File: src/rtl/quic_coalesced_packet_splitter_top_macros.svh
// Assertion macros shared by the QUIC packet splitter RTL.
`ifndef QUIC_COALESCED_PACKET_SPLITTER_TOP_MACROS_SVH
`define QUIC_COALESCED_PACKET_SPLITTER_TOP_MACROS_SVH

// Same-cycle implication, disabled while reset is asserted.
`define QCPS_ASSERT_SAME(lbl, ante, cons, msg) \
  lbl: assert property (@(posedge clk_i) disable iff (!rst_ni) (ante) |-> (cons)) \
    else $error(msg);

// Next-cycle implication, disabled while reset is asserted.
`define QCPS_ASSERT_NEXT(lbl, ante, cons, msg) \
  lbl: assert property (@(posedge clk_i) disable iff (!rst_ni) (ante) |=> (cons)) \
    else $error(msg);

`endif

File: src/rtl/qcps_pkg.sv
// Types and constants shared by the QUIC coalesced packet splitter.
`default_nettype none

package qcps_pkg;

  // Largest datagram handled; later bytes are ignored.
  localparam int unsigned MaxDgBytes = 65536;
  localparam int unsigned OffW       = 16;
  localparam int unsigned LenW       = 17;

  localparam logic [7:0]      LongBit     = 8'h80;
  localparam logic [LenW-1:0] PrefixBytes = LenW'(5);
  localparam logic [31:0]     QuicV2      = 32'h6b3343cf;

  // Parser phases within one packet.
  typedef enum logic [3:0] {
    PH_FIRST   = 4'd0,
    PH_SHORT   = 4'd1,
    PH_VERSION = 4'd2,
    PH_DCIDLEN = 4'd3,
    PH_DCID    = 4'd4,
    PH_SCIDLEN = 4'd5,
    PH_SCID    = 4'd6,
    PH_TOKLEN  = 4'd7,
    PH_TOKEN   = 4'd8,
    PH_LENGTH  = 4'd9,
    PH_PAYLOAD = 4'd10
  } phase_e;

  // One datagram byte request.
  typedef struct packed {
    logic [7:0] data_byte;
    logic       last_byte;
  } item_t;

  // One boundary report.
  typedef struct packed {
    logic            has_packet;
    logic [OffW-1:0] packet_offset;
    logic [LenW-1:0] packet_length;
    logic            datagram_end;
    logic            malformed;
  } res_t;

endpackage

`default_nettype wire

File: src/rtl/quic_coalesced_packet_splitter_top.sv
// Top level of the QUIC coalesced packet splitter.
//
//   Channel | Direction | Handshake              | Payload
//   --------+-----------+------------------------+------------------------------------------
//   in      | input     | in_valid_i/in_stall_o  | data_byte_i, last_byte_i
//   out     | output    | out_valid_o/out_stall_i| has_packet_o, packet_offset_o,
//           |           |                        | packet_length_o, datagram_end_o, malformed_o
//
// One byte request is taken every cycle unless a stalled output holds it;
// the per-byte parser step is the single loop. Reports pass the input and result registers.
// Bytes that cause no report do not wait for the output side.
// Reset (rst_ni low, asynchronous) empties both registers and returns the parser to
// the start of a datagram; no clearing pass is needed.
// A stalled output only holds the input when the waiting byte has its own report.
`default_nettype none

module quic_coalesced_packet_splitter_top (
  input  wire logic                          clk_i,
  input  wire logic                          rst_ni,
  input  wire logic                          in_valid_i,
  output logic                               in_stall_o,
  input  wire logic [7:0]                    data_byte_i,
  input  wire logic                          last_byte_i,
  output logic                               out_valid_o,
  input  wire logic                          out_stall_i,
  output logic                               has_packet_o,
  output logic [qcps_pkg::OffW-1:0]          packet_offset_o,
  output logic [qcps_pkg::LenW-1:0]          packet_length_o,
  output logic                               datagram_end_o,
  output logic                               malformed_o
);
  import qcps_pkg::*;

  logic  item_vld;
  item_t item;
  logic  pop;
  logic  out_free;
  logic  res_vld;
  res_t  res;

  // Input register.
  qcps_in_stage u_in (
    .clk_i       (clk_i),
    .rst_ni      (rst_ni),
    .in_valid_i  (in_valid_i),
    .in_stall_o  (in_stall_o),
    .data_byte_i (data_byte_i),
    .last_byte_i (last_byte_i),
    .item_vld_o  (item_vld),
    .item_o      (item),
    .pop_i       (pop)
  );

  // Boundary parser.
  qcps_parser u_parser (
    .clk_i      (clk_i),
    .rst_ni     (rst_ni),
    .item_vld_i (item_vld),
    .item_i     (item),
    .pop_o      (pop),
    .out_free_i (out_free),
    .res_vld_o  (res_vld),
    .res_o      (res)
  );

  // Result register.
  qcps_out_stage u_out (
    .clk_i           (clk_i),
    .rst_ni          (rst_ni),
    .res_vld_i       (res_vld),
    .res_i           (res),
    .out_free_o      (out_free),
    .out_valid_o     (out_valid_o),
    .out_stall_i     (out_stall_i),
    .has_packet_o    (has_packet_o),
    .packet_offset_o (packet_offset_o),
    .packet_length_o (packet_length_o),
    .datagram_end_o  (datagram_end_o),
    .malformed_o     (malformed_o)
  );

endmodule

`default_nettype wire

File: src/rtl/qcps_in_stage.sv
// Input register holding one datagram byte request until the parser takes it.
`default_nettype none

module qcps_in_stage (
  input  wire logic           clk_i,
  input  wire logic           rst_ni,
  input  wire logic           in_valid_i,
  output logic                in_stall_o,
  input  wire logic [7:0]     data_byte_i,
  input  wire logic           last_byte_i,
  output logic                item_vld_o,
  output qcps_pkg::item_t     item_o,
  input  wire logic           pop_i
);
  import qcps_pkg::*;

  logic  vld_q, vld_d;
  item_t item_q;
  logic  accept;

  // Stall only while a held request is not being taken this cycle.
  assign in_stall_o = vld_q & ~pop_i;
  assign accept     = in_valid_i & ~in_stall_o;
  assign vld_d      = accept | (vld_q & ~pop_i);

  always_ff @(posedge clk_i or negedge rst_ni) begin
    if (!rst_ni) begin
      vld_q <= 1'b0;
    end else begin
      vld_q <= vld_d;
    end
  end

  // Payload register, loaded on every accepted request.
  always_ff @(posedge clk_i) begin
    if (accept) begin
      item_q <= '{data_byte: data_byte_i, last_byte: last_byte_i};
    end
  end

  assign item_vld_o = vld_q;
  assign item_o     = item_q;

endmodule

`default_nettype wire

File: src/rtl/qcps_parser.sv
// Header walker: tracks packet boundaries one byte per unstalled cycle, builds reports.
`default_nettype none
`include "quic_coalesced_packet_splitter_top_macros.svh"

module qcps_parser (
  input  wire logic           clk_i,
  input  wire logic           rst_ni,
  input  wire logic           item_vld_i,
  input  wire qcps_pkg::item_t item_i,
  output logic                pop_o,
  input  wire logic           out_free_i,
  output logic                res_vld_o,
  output qcps_pkg::res_t      res_o
);
  import qcps_pkg::*;

  typedef struct packed {
    logic            done;
    logic [2:0]      left;
    logic [LenW-1:0] value;
  } varint_t;

  localparam logic [OffW:0] LastOff = (OffW + 1)'(MaxDgBytes - 1);

  // One varint byte: first byte sets the size, later bytes shift in and saturate.
  function automatic varint_t varint_step(input logic [7:0] b, input logic [2:0] left,
                                          input logic [LenW-1:0] value);
    varint_t         r;
    logic [LenW+7:0] shifted;
    shifted = {value, b};
    if (left == 3'd0) begin
      r.left  = 3'((4'd1 << b[7:6]) - 4'd1);
      r.value = LenW'(b[5:0]);
      r.done  = (b[7:6] == 2'd0);
    end else begin
      r.value = (shifted > (LenW + 8)'(MaxDgBytes)) ? LenW'(MaxDgBytes)
                                                     : shifted[LenW-1:0];
      r.left  = left - 3'd1;
      r.done  = (r.left == 3'd0);
    end
    return r;
  endfunction

  phase_e          phase_q, phase_d;
  logic [OffW-1:0] byte_off_q, byte_off_d;
  logic [OffW-1:0] pkt_start_q, pkt_start_d;
  logic [LenW-1:0] skip_q, skip_d;
  logic [LenW-1:0] vi_value_q, vi_value_d;
  logic [2:0]      vi_left_q, vi_left_d;
  logic [7:0]      first_q, first_d;
  logic [31:0]     version_q, version_d;
  logic            stopped_q, stopped_d;

  logic            has;
  logic            emit;
  logic [LenW-1:0] skip_dec;
  logic [LenW-1:0] len;
  phase_e          after_scid;
  varint_t         vi;
  logic [7:0]      b;
  res_t            res;

  assign b        = item_i.data_byte;
  assign skip_dec = skip_q - LenW'(1);
  assign vi       = varint_step(b, vi_left_q, vi_value_q);

  // Token field only for Initial packets; the Initial type code depends on the version.
  assign after_scid = (first_q[5:4] == ((version_q == QuicV2) ? 2'd1 : 2'd0))
                      ? PH_TOKLEN : PH_LENGTH;

  // Next state and report for the byte at the head of the input register.
  always_comb begin
    phase_d     = phase_q;
    byte_off_d  = byte_off_q;
    pkt_start_d = pkt_start_q;
    skip_d      = skip_q;
    vi_value_d  = vi_value_q;
    vi_left_d   = vi_left_q;
    first_d     = first_q;
    version_d   = version_q;
    stopped_d   = stopped_q;
    has         = 1'b0;

    if (!stopped_q) begin
      unique case (phase_q)
        PH_FIRST: begin
          pkt_start_d = byte_off_q;
          first_d     = b;
          if ((b & LongBit) == 8'd0) begin
            phase_d = PH_SHORT;
          end else begin
            skip_d    = PrefixBytes - LenW'(1);
            version_d = '0;
            phase_d   = PH_VERSION;
          end
        end
        PH_VERSION: begin
          version_d = {version_q[23:0], b};
          skip_d    = skip_dec;
          if (skip_dec == '0) phase_d = PH_DCIDLEN;
        end
        PH_DCIDLEN: begin
          skip_d  = LenW'(b);
          phase_d = (b == 8'd0) ? PH_SCIDLEN : PH_DCID;
        end
        PH_DCID: begin
          skip_d = skip_dec;
          if (skip_dec == '0) phase_d = PH_SCIDLEN;
        end
        PH_SCIDLEN: begin
          skip_d = LenW'(b);
          if (b == 8'd0) begin
            phase_d   = after_scid;
            vi_left_d = 3'd0;
          end else begin
            phase_d = PH_SCID;
          end
        end
        PH_SCID: begin
          skip_d = skip_dec;
          if (skip_dec == '0) begin
            phase_d   = after_scid;
            vi_left_d = 3'd0;
          end
        end
        PH_TOKLEN: begin
          vi_left_d  = vi.left;
          vi_value_d = vi.value;
          if (vi.done) begin
            skip_d  = vi.value;
            phase_d = (vi.value == '0) ? PH_LENGTH : PH_TOKEN;
          end
        end
        PH_TOKEN: begin
          skip_d = skip_dec;
          if (skip_dec == '0) begin
            phase_d   = PH_LENGTH;
            vi_left_d = 3'd0;
          end
        end
        PH_LENGTH: begin
          vi_left_d  = vi.left;
          vi_value_d = vi.value;
          if (vi.done) begin
            skip_d = vi.value;
            if (vi.value == '0) has = 1'b1;
            else phase_d = PH_PAYLOAD;
          end
        end
        PH_PAYLOAD: begin
          skip_d = skip_dec;
          if (skip_dec == '0) has = 1'b1;
        end
        default: begin
          // Short header: the packet runs to the end of the datagram.
        end
      endcase
      if (item_i.last_byte && (phase_d == PH_SHORT)) has = 1'b1;
    end

    len = has ? (LenW'(byte_off_q) - LenW'(pkt_start_d) + LenW'(1)) : '0;
    if (has) phase_d = PH_FIRST;

    res.has_packet    = has;
    res.packet_offset = pkt_start_d;
    res.packet_length = len;
    res.datagram_end  = item_i.last_byte;
    res.malformed     = item_i.last_byte & ~has;
    emit              = has | item_i.last_byte;

    if (item_i.last_byte) begin
      // Datagram done: everything returns to its reset value.
      phase_d     = PH_FIRST;
      byte_off_d  = '0;
      pkt_start_d = '0;
      skip_d      = '0;
      vi_value_d  = '0;
      vi_left_d   = 3'd0;
      first_d     = '0;
      version_d   = '0;
      stopped_d   = 1'b0;
    end else if ({1'b0, byte_off_q} >= LastOff) begin
      stopped_d = 1'b1;
    end else begin
      byte_off_d = byte_off_q + OffW'(1);
    end
  end

  // Take the byte unless it has a report and the result register is busy.
  assign pop_o     = item_vld_i & (~emit | out_free_i);
  assign res_vld_o = pop_o & emit;
  assign res_o     = res;

  always_ff @(posedge clk_i or negedge rst_ni) begin
    if (!rst_ni) begin
      phase_q     <= PH_FIRST;
      byte_off_q  <= '0;
      pkt_start_q <= '0;
      skip_q      <= '0;
      vi_value_q  <= '0;
      vi_left_q   <= 3'd0;
      first_q     <= '0;
      version_q   <= '0;
      stopped_q   <= 1'b0;
    end else if (pop_o) begin
      phase_q     <= phase_d;
      byte_off_q  <= byte_off_d;
      pkt_start_q <= pkt_start_d;
      skip_q      <= skip_d;
      vi_value_q  <= vi_value_d;
      vi_left_q   <= vi_left_d;
      first_q     <= first_d;
      version_q   <= version_d;
      stopped_q   <= stopped_d;
    end
  end

  // A reported packet always covers at least its first byte.
  `QCPS_ASSERT_SAME(a_len_nonzero, res_vld_o && res_o.has_packet,
                    res_o.packet_length != '0, "packet reported with zero length")
  // Every report carries either a packet or a malformed flag, never both.
  `QCPS_ASSERT_SAME(a_has_xor_bad, res_vld_o, res_o.has_packet != res_o.malformed,
                    "report with inconsistent packet and malformed flags")
  // Splitting stops only once the offset has reached the datagram bound.
  `QCPS_ASSERT_SAME(a_stop_at_bound, stopped_q, {1'b0, byte_off_q} == LastOff,
                    "splitter stopped before the datagram bound")
  // The byte after a datagram's last byte starts from a clean state.
  `QCPS_ASSERT_NEXT(a_clean_restart, pop_o && item_i.last_byte,
                    phase_q == PH_FIRST && byte_off_q == '0 && !stopped_q,
                    "state not cleared after datagram end")

endmodule

`default_nettype wire

File: src/rtl/qcps_out_stage.sv
// Result register presenting one boundary report to the downstream side.
`default_nettype none

module qcps_out_stage (
  input  wire logic                          clk_i,
  input  wire logic                          rst_ni,
  input  wire logic                          res_vld_i,
  input  wire qcps_pkg::res_t                res_i,
  output logic                               out_free_o,
  output logic                               out_valid_o,
  input  wire logic                          out_stall_i,
  output logic                               has_packet_o,
  output logic [qcps_pkg::OffW-1:0]          packet_offset_o,
  output logic [qcps_pkg::LenW-1:0]          packet_length_o,
  output logic                               datagram_end_o,
  output logic                               malformed_o
);
  import qcps_pkg::*;

  logic vld_q, vld_d;
  res_t res_q;

  // The register can take a new report when empty or being drained now.
  assign out_free_o = ~vld_q | ~out_stall_i;
  assign vld_d      = res_vld_i | (vld_q & out_stall_i);

  always_ff @(posedge clk_i or negedge rst_ni) begin
    if (!rst_ni) begin
      vld_q <= 1'b0;
    end else begin
      vld_q <= vld_d;
    end
  end

  always_ff @(posedge clk_i) begin
    if (res_vld_i) begin
      res_q <= res_i;
    end
  end

  assign out_valid_o     = vld_q;
  assign has_packet_o    = res_q.has_packet;
  assign packet_offset_o = res_q.packet_offset;
  assign packet_length_o = res_q.packet_length;
  assign datagram_end_o  = res_q.datagram_end;
  assign malformed_o     = res_q.malformed;

endmodule

`default_nettype wire

File: config.mk
export PLATFORM = sky130hd
export DESIGN_NAME = quic_coalesced_packet_splitter_top
export DESIGN_NICKNAME = d
export VERILOG_FILES = /design/src/rtl/qcps_pkg.sv /design/src/rtl/quic_coalesced_packet_splitter_top.sv /design/src/rtl/qcps_in_stage.sv /design/src/rtl/qcps_parser.sv /design/src/rtl/qcps_out_stage.sv
export VERILOG_INCLUDE_DIRS = /design/src /design/src/rtl
export SDC_FILE = /design/constraint.sdc
export NUM_CORES = 1
export LEC_CHECK = 0
export ABC_AREA = 1
export BUFFER_PORTS_ARGS = -buffer_cell sky130_fd_sc_hd__buf_4
export CELL_PAD_IN_SITES_DETAIL_PLACEMENT = 0
export CELL_PAD_IN_SITES_GLOBAL_PLACEMENT = 1
export CORE_ASPECT_RATIO = 0.7
export CORE_MARGIN = 1
export CORE_UTILIZATION = 38
export CTS_CLUSTER_DIAMETER = 120
export DETAILED_ROUTE_END_ITERATION = 8
export MAX_ROUTING_LAYER = met4
export PLACE_DENSITY_LB_ADDON = 0.1
export SLEW_MARGIN = 20
export SYNTH_ARGS = -nofsm -noshare
export SYNTH_HDL_FRONTEND = slang
export SYNTH_SLANG_ARGS = --single-unit
File: constraint.sdc
create_clock -name clk_i -period 6 [get_ports clk_i]
set_input_delay 1.2 -clock clk_i [delete_from_list [all_inputs] [get_ports clk_i]]
set_output_delay 1.2 -clock clk_i [all_outputs]
set_load 0.03 [all_outputs]
==> results.json, run 1 <==
{
  "netlist_area_um2": 9430,
  "stdcell_area_um2": 10600,
  "setup_tns_ns": 0,
  "first_global_vias": 7801,
  "period_needed_ns": 5.10,
  "p_seq_share_pct": 27.6,
  "fin_nets": 1372,
  "synth_edf_count": 45,
  "postCtsHoldBufs": 0,
  "ys_async_sr_fraction_pct": 71.0,
  "diodes": 0,
  "place.gp.congestion": 0.957,
  "dp_slack_ns": 1.21,
  "wl_per_cell_um": 15.8,
  "required_ns": 4.80,
  "syn_nets": 1337,
  "vias_per_cell": 4.99,
  "post-dp-hpwl_um": 18300,
  "die_h_um": 134,
  "crit_type": "reg -> out",
  "synth_ff_type": "dfrtp_1",
  "outcome": "finished clean",
  "layout_common_cells": "385 x nand2_1, 188 x nor2_1, 152 x inv_1",
  "seq_area_frac_synth_pct": 43.5,
  "dieWidth_um": 190,
  "clock_sinks": 155,
  "synth_warnings": 0,
  "cts.path.max_buffers": 2,
  "drt-total-wl_um": 26100,
  "vdd_drop_max_mv": 0.352,
  "ios": 51,
  "p_int_uw": 2880,
  "critPathArrivalTime_ns": 3.90,
  "synth_cells": 1286,
  "start_util_pct": 39.3,
  "synth-seq-cells": 155,
  "post-route-period-util_pct": 85.0,
  "worst_slack_ns": 0.900,
  "port_buffers": 50,
  "cts_root_buf": "clkbuf_16",
  "power_density_nw_per_um2": 517,
  "drv_cap": 0,
  "hold_path_class": "reg -> reg",
  "post_cts.repair.setup_buffers": 0,
  "coreArea_um2": 24000,
  "synth_cell_types": 43,
  "slew_headroom_pct": 42.3,
  "ant_nets": 0,
  "power.share.clock_pct": 19.3,
  "cts_resized": 0,
  "rows": 47,
  "avgSynthCellArea_um2": 7.33,
  "path_clk_slew_ns": 0.06,
  "dr.pass1.iters": 5,
  "synthTopCellsByArea": "dfrtp_1 29%, nand2_1 15%, edfxtp_1 14%",
  "antenna_found_initial": 0,
  "synth_top_area_share_pct": 29.2,
  "drive_gt1_share_pct": 8.32,
  "drc": 0,
  "cts_tree": "done",
  "slew_viol_final": 0,
  "grt_pass1_wl_um": 43600,
  "combPwrFrac_pct": 53.1,
  "overflow": 0,
  "mostFrequentLayoutCell": "nand2_1",
  "setup_viol": 0,
  "cp-end-kind": "output pin",
  "max_freq_ghz": 0.196,
  "clock-skew-final_ns": 0.00981,
  "grtUsageTotal_pct": 22.7,
  "critPathMaxFanout": 16,
  "area_growth_pct": 12.9,
  "worstMarginPinSlew_ns": 0.865,
  "rsz0062_at_grt": "false",
  "cts-htree-levels": 4,
  "cts_buffers": 17,
  "power_switching_uw": 2630,
  "grt_max_degree": 61,
  "clkLatencyLatePin_ns": 0.44,
  "vias": 8238,
  "dieArea_um2": 25500,
  "synth_area_leader_cell": "dfrtp_1",
  "setup.worst_path.start_class": "flip-flop",
  "final_hold_viol_count": 0,
  "drt_iter0_drc": 712,
  "place_area_um2": 10100,
  "power_switching_share_pct": 47.7,
  "p_leak_uw": 0.00527
}
power groups by stage:
stage	registers, uW	logic, uW	clock network [uW]
2_1_floorplan	1640	2040	0
3_3_place_gp	1530	2920	0
3_5_place_dp	1530	2910	0
4_1_cts	1520	2930	1090
5_1_grt	1550	3380	1130
6_report	1520	2920	1060
cells in the mapped netlist (all sizes together) (2+ instances only):
| cell type | instances |
|---|---|
| or2 | 4 |
| nand3 | 96 |
| a211oi | 3 |
| o22ai | 4 |
| nand4 | 40 |
| nand3b | 12 |
| o211ai | 5 |
| nor2 | 194 |
| a31oi | 3 |
| xor2 | 17 |
| clkbuf | 28 |
| xnor2 | 4 |
| inv | 153 |
| nor3 | 14 |
| nand2 | 391 |
| a2111oi | 2 |
| o21ai | 57 |
| edfxtp | 45 |
| buf | 19 |
| dfrtp | 110 |
| a21oi | 31 |
| o21a | 2 |
| ha | 37 |
| nor3b | 2 |
| nor4 | 5 |
final cells by class:
cell class,instances,area (um^2)
inverter,154,578
clock buffer,23,478
sequential,155,4100
multi-input combinational,930,4510
clock inverter,9,87.6
fill,2509,13300
timing repair buffer,63,485
tap,318,398
final timing paths:
kind                                          from                   endpoint  slack (ns)  depth (start not counted)
max                             u_parser.skip_q[0]                 in_stall_o        0.90                         21
min                        u_parser.vi_value_q[11]    u_parser.vi_value_q[11]        0.47                          2
max reg2reg                    u_parser.phase_q[3]  u_out.packet_length_o[16]        1.16                         27
min reg2reg                u_parser.vi_value_q[11]    u_parser.vi_value_q[11]        0.47                          2
max in group asynchronous                   rst_ni    u_parser.vi_value_q[16]        3.94                          2
min in group asynchronous                   rst_ni    u_parser.vi_value_q[10]        0.86                          1
sequential cells by signal, summed over array words and instances (netlist names), 2 cells and up:
| register | cells |
|---|---|
| u_parser.version_q | 32 |
| u_out.packet_length_o | 17 |
| u_parser.skip_q | 17 |
| u_parser.vi_value_q | 17 |
| u_out.packet_offset_o | 16 |
| u_parser.byte_off_q | 16 |
| u_parser.pkt_start_q | 16 |
| u_in.item_o | 9 |
| u_parser.phase_q | 4 |
| u_parser.vi_left_q | 3 |
| u_parser.first_q | 2 |
routing by layer:
layer / wire, um / global-route usage [%] / vias up / part of all wire, %
met4: 172 / 4.49 / 0 / 0.66
met3: 1040 / 4.03 / 10 / 4.0
met5: 0 / - / - / 0
met2: 9940 / 28.6 / 158 / 38
li1: - / - / 4205 / -
met1: 15000 / 36.7 / 3865 / 57
critical path: stages, from the launching register on:
cell and delay (ns):
dfrtp_1 0.42, inv_1 0.14, ha_1 0.28, nand2_1 0.17
nor2_2 0.23, nand2_1 0.07, nand2_1 0.06, nand2_1 0.08
nor2_1 0.13, nand3_1 0.21, o21ai_0 0.24, nand2_1 0.07
nand2_1 0.07, nand2_1 0.06, nand2_1 0.09, nand2_1 0.06
o21ai_1 0.16, nand2_2 0.28, nand2_4 0.20, nand2_1 0.11
nor2_1 0.13, buf_4 0.18
logic make-up (layout without fill, tap and decap cells):
family	count (synthesis)	after routing	synth area share [%]
adders and majority gates	38	38	5.12
xor gates and xnor gates	21	21	1.95
buffers and inverters	201	249	8.72
AOI/OAI and AO/OA	113	113	6.76
DFF	155	155	43.5
and+or+nand+nor	758	758	33.9
stage by stage:
stage / total power (uW) / util [%] / hold WS [ns] / std cells
floorplan: 3670 / - / 0.442 / 1286
global placement: 4450 / 42.0 / 0.457 / 1620
detailed placement: 4440 / 42.0 / 0.459 / 1620
CTS: 5540 / 44.4 / 0.476 / 1652
global route: 6060 / 44.4 / 0.496 / 1652
finish: 5510 / 44.4 / 0.473 / 1652
(Power assumes the default switching activity.)
==> inputs of run 2 (changes only) <==
==> constraint.sdc (replaced) <==
create_clock -name clk_i -period 4.55 [get_ports clk_i]
set_input_delay 0.91 -clock clk_i [delete_from_list [all_inputs] [get_ports clk_i]]
set_output_delay 0.91 -clock clk_i [all_outputs]
set_load 0.03 [all_outputs]
==> results.json, run 2 (same netlist as run 1, synthesis figures left out) <==
{
  "worst_slack_ns": 0.290,
  "cts-htree-levels": 4,
  "layout_common_cells": "383 x nand2_1, 182 x nor2_1, 150 x inv_1",
  "post_cts.repair.setup_buffers": 0,
  "setup_viol": 0,
  "crit_type": "reg -> out",
  "critPathArrivalTime_ns": 3.35,
  "grtUsageTotal_pct": 22.4,
  "cts_buffers": 17,
  "r2r_slack_ns": 0.43,
  "setup_tns_ns": 0,
  "die_h_um": 134,
  "place.gp.congestion": 0.915,
  "stdcell_count": 1660,
  "worstHoldStart": "u_parser.vi_value_q[11]",
  "r2r_cells": 27,
  "p_leak_uw": 0.00533,
  "start_util_pct": 39.3,
  "mostFrequentLayoutCell": "nand2_1",
  "rows": 47,
  "area_growth_pct": 14.5,
  "post-dp-hpwl_um": 18500,
  "overflow": 0,
  "cts.path.max_buffers": 2,
  "dr.pass1.iters": 6,
  "whs_endpoint": "u_parser.vi_value_q[11]",
  "largest_register_ffs": 32,
  "wl_per_cell_um": 15.9,
  "vdd_drop_max_mv": 0.457,
  "power_density_nw_per_um2": 691,
  "vias": 8361,
  "critPathMaxFanout": 7,
  "drt_iter0_drc": 577,
  "total_power_uw": 7460,
  "worstMarginPinSlew_ns": 0.886,
  "fin_hold_ws_ns": 0.473,
  "antenna_found_initial": 0,
  "grt_max_degree": 61,
  "first_global_vias": 7846,
  "final_hold_viol_count": 0,
  "whs_path_depth": 2,
  "ant_nets": 0,
  "drt-total-wl_um": 26400,
  "period_needed_ns": 4.26,
  "post-route-period-util_pct": 93.6,
  "path_clk_slew_ns": 0.07,
  "drc": 0,
  "drv_cap": 0,
  "vias_per_cell": 5.04,
  "max_freq_ghz": 0.235,
  "cp-end-kind": "output pin",
  "required_ns": 3.64,
  "diodes": 0,
  "coreArea_um2": 24000,
  "clkLatencyLatePin_ns": 0.45,
  "cts_root_buf": "clkbuf_16",
  "dieWidth_um": 190,
  "r2r-end": "u_out.packet_length_o[16]",
  "dp_slack_ns": 0.208,
  "port_buffers": 50,
  "clock-skew-final_ns": 0.0171,
  "ios": 51,
  "slew_headroom_pct": 40.4,
  "rsz0062_at_grt": "false",
  "fin_nets": 1380,
  "grt_pass1_wl_um": 42800,
  "r2r_start": "u_parser.phase_q[1]",
  "setup.worst_path.start_class": "flip-flop",
  "cts_tree": "done",
  "dieArea_um2": 25500,
  "hold_path_class": "reg -> reg",
  "slew_viol_final": 0,
  "clock_sinks": 155,
  "drive_gt1_share_pct": 10.1,
  "top_register": "u_parser.version_q",
  "outcome": "finished clean",
  "placedCellCount": 1628
}
-- run 2: power breakdown --
group | internal [uW] | leakage [uW] | switching, uW
logic | 1260 | 0.00310 | 2730
clock network | 843 | 0.000285 | 627
registers | 1800 | 0.00194 | 196
-- run 2: critical path: stages, from the launching register on --
cell and delay (ns):
edfxtp_1 0.42, nor2_1 0.26, nand2_1 0.19, nor2_2 0.30, nand2_1 0.10, nand2_1 0.18
nand2_1 0.11, a21oi_1 0.17, nor2_2 0.08, nand2_1 0.08, nand2_1 0.05, nand2_1 0.07
nand3_1 0.15, nand3_1 0.10, o21ai_1 0.08, nand2_2 0.09, nand2_4 0.08, nand2_1 0.15
nor2_1 0.07, buf_4 0.17
-- run 2: layer usage --
layer	GRT usage [%]	part of all wire, %
met3	3.66	4.7
met2	29.0	39
met5	-	0
met1	35.5	55
met4	5.11	0.86
-- run 2: area by class of cell --
type	instances	area [um^2]
clock inverter	12	139
fill	2416	13200
clock buffer	20	457
inverter	154	578
multi-input combinational	930	4570
sequential	155	4100
timing repair buffer	71	558
tap	318	398
-- run 2: worst max-delay path by stage --
stage	from	end	slack, ns	cells past startpoint
after floorplan	u_parser.phase_q[3]	u_out.packet_length_o[16]	0.62	28
after global placement	u_parser.phase_q[1]	u_out.packet_length_o[16]	0.26	29
after detailed placement	u_parser.phase_q[1]	u_out.packet_length_o[15]	0.21	27
after CTS	u_parser.vi_left_q[0]	in_stall_o	0.07	20
after global routing	u_parser.skip_q[4]	in_stall_o	0.01	20
final	u_in.item_o[4]	in_stall_o	0.29	19
-- run 2: repair_timing --
item / 4_1_cts / 5_1_grt
endpoints found under the setup margin: 0 / 6
resized for setup: 0 / 22
hold buffers: 0 / 0
-- run 2: through the flow --
stage | util [%] | area (um^2)
after floorplan | - | 9430
after global placement | 42.3 | 10100
after detailed placement | 42.3 | 10100
after CTS | 44.8 | 10700
after global routing | 45.0 | 10800
final | 45.0 | 10800
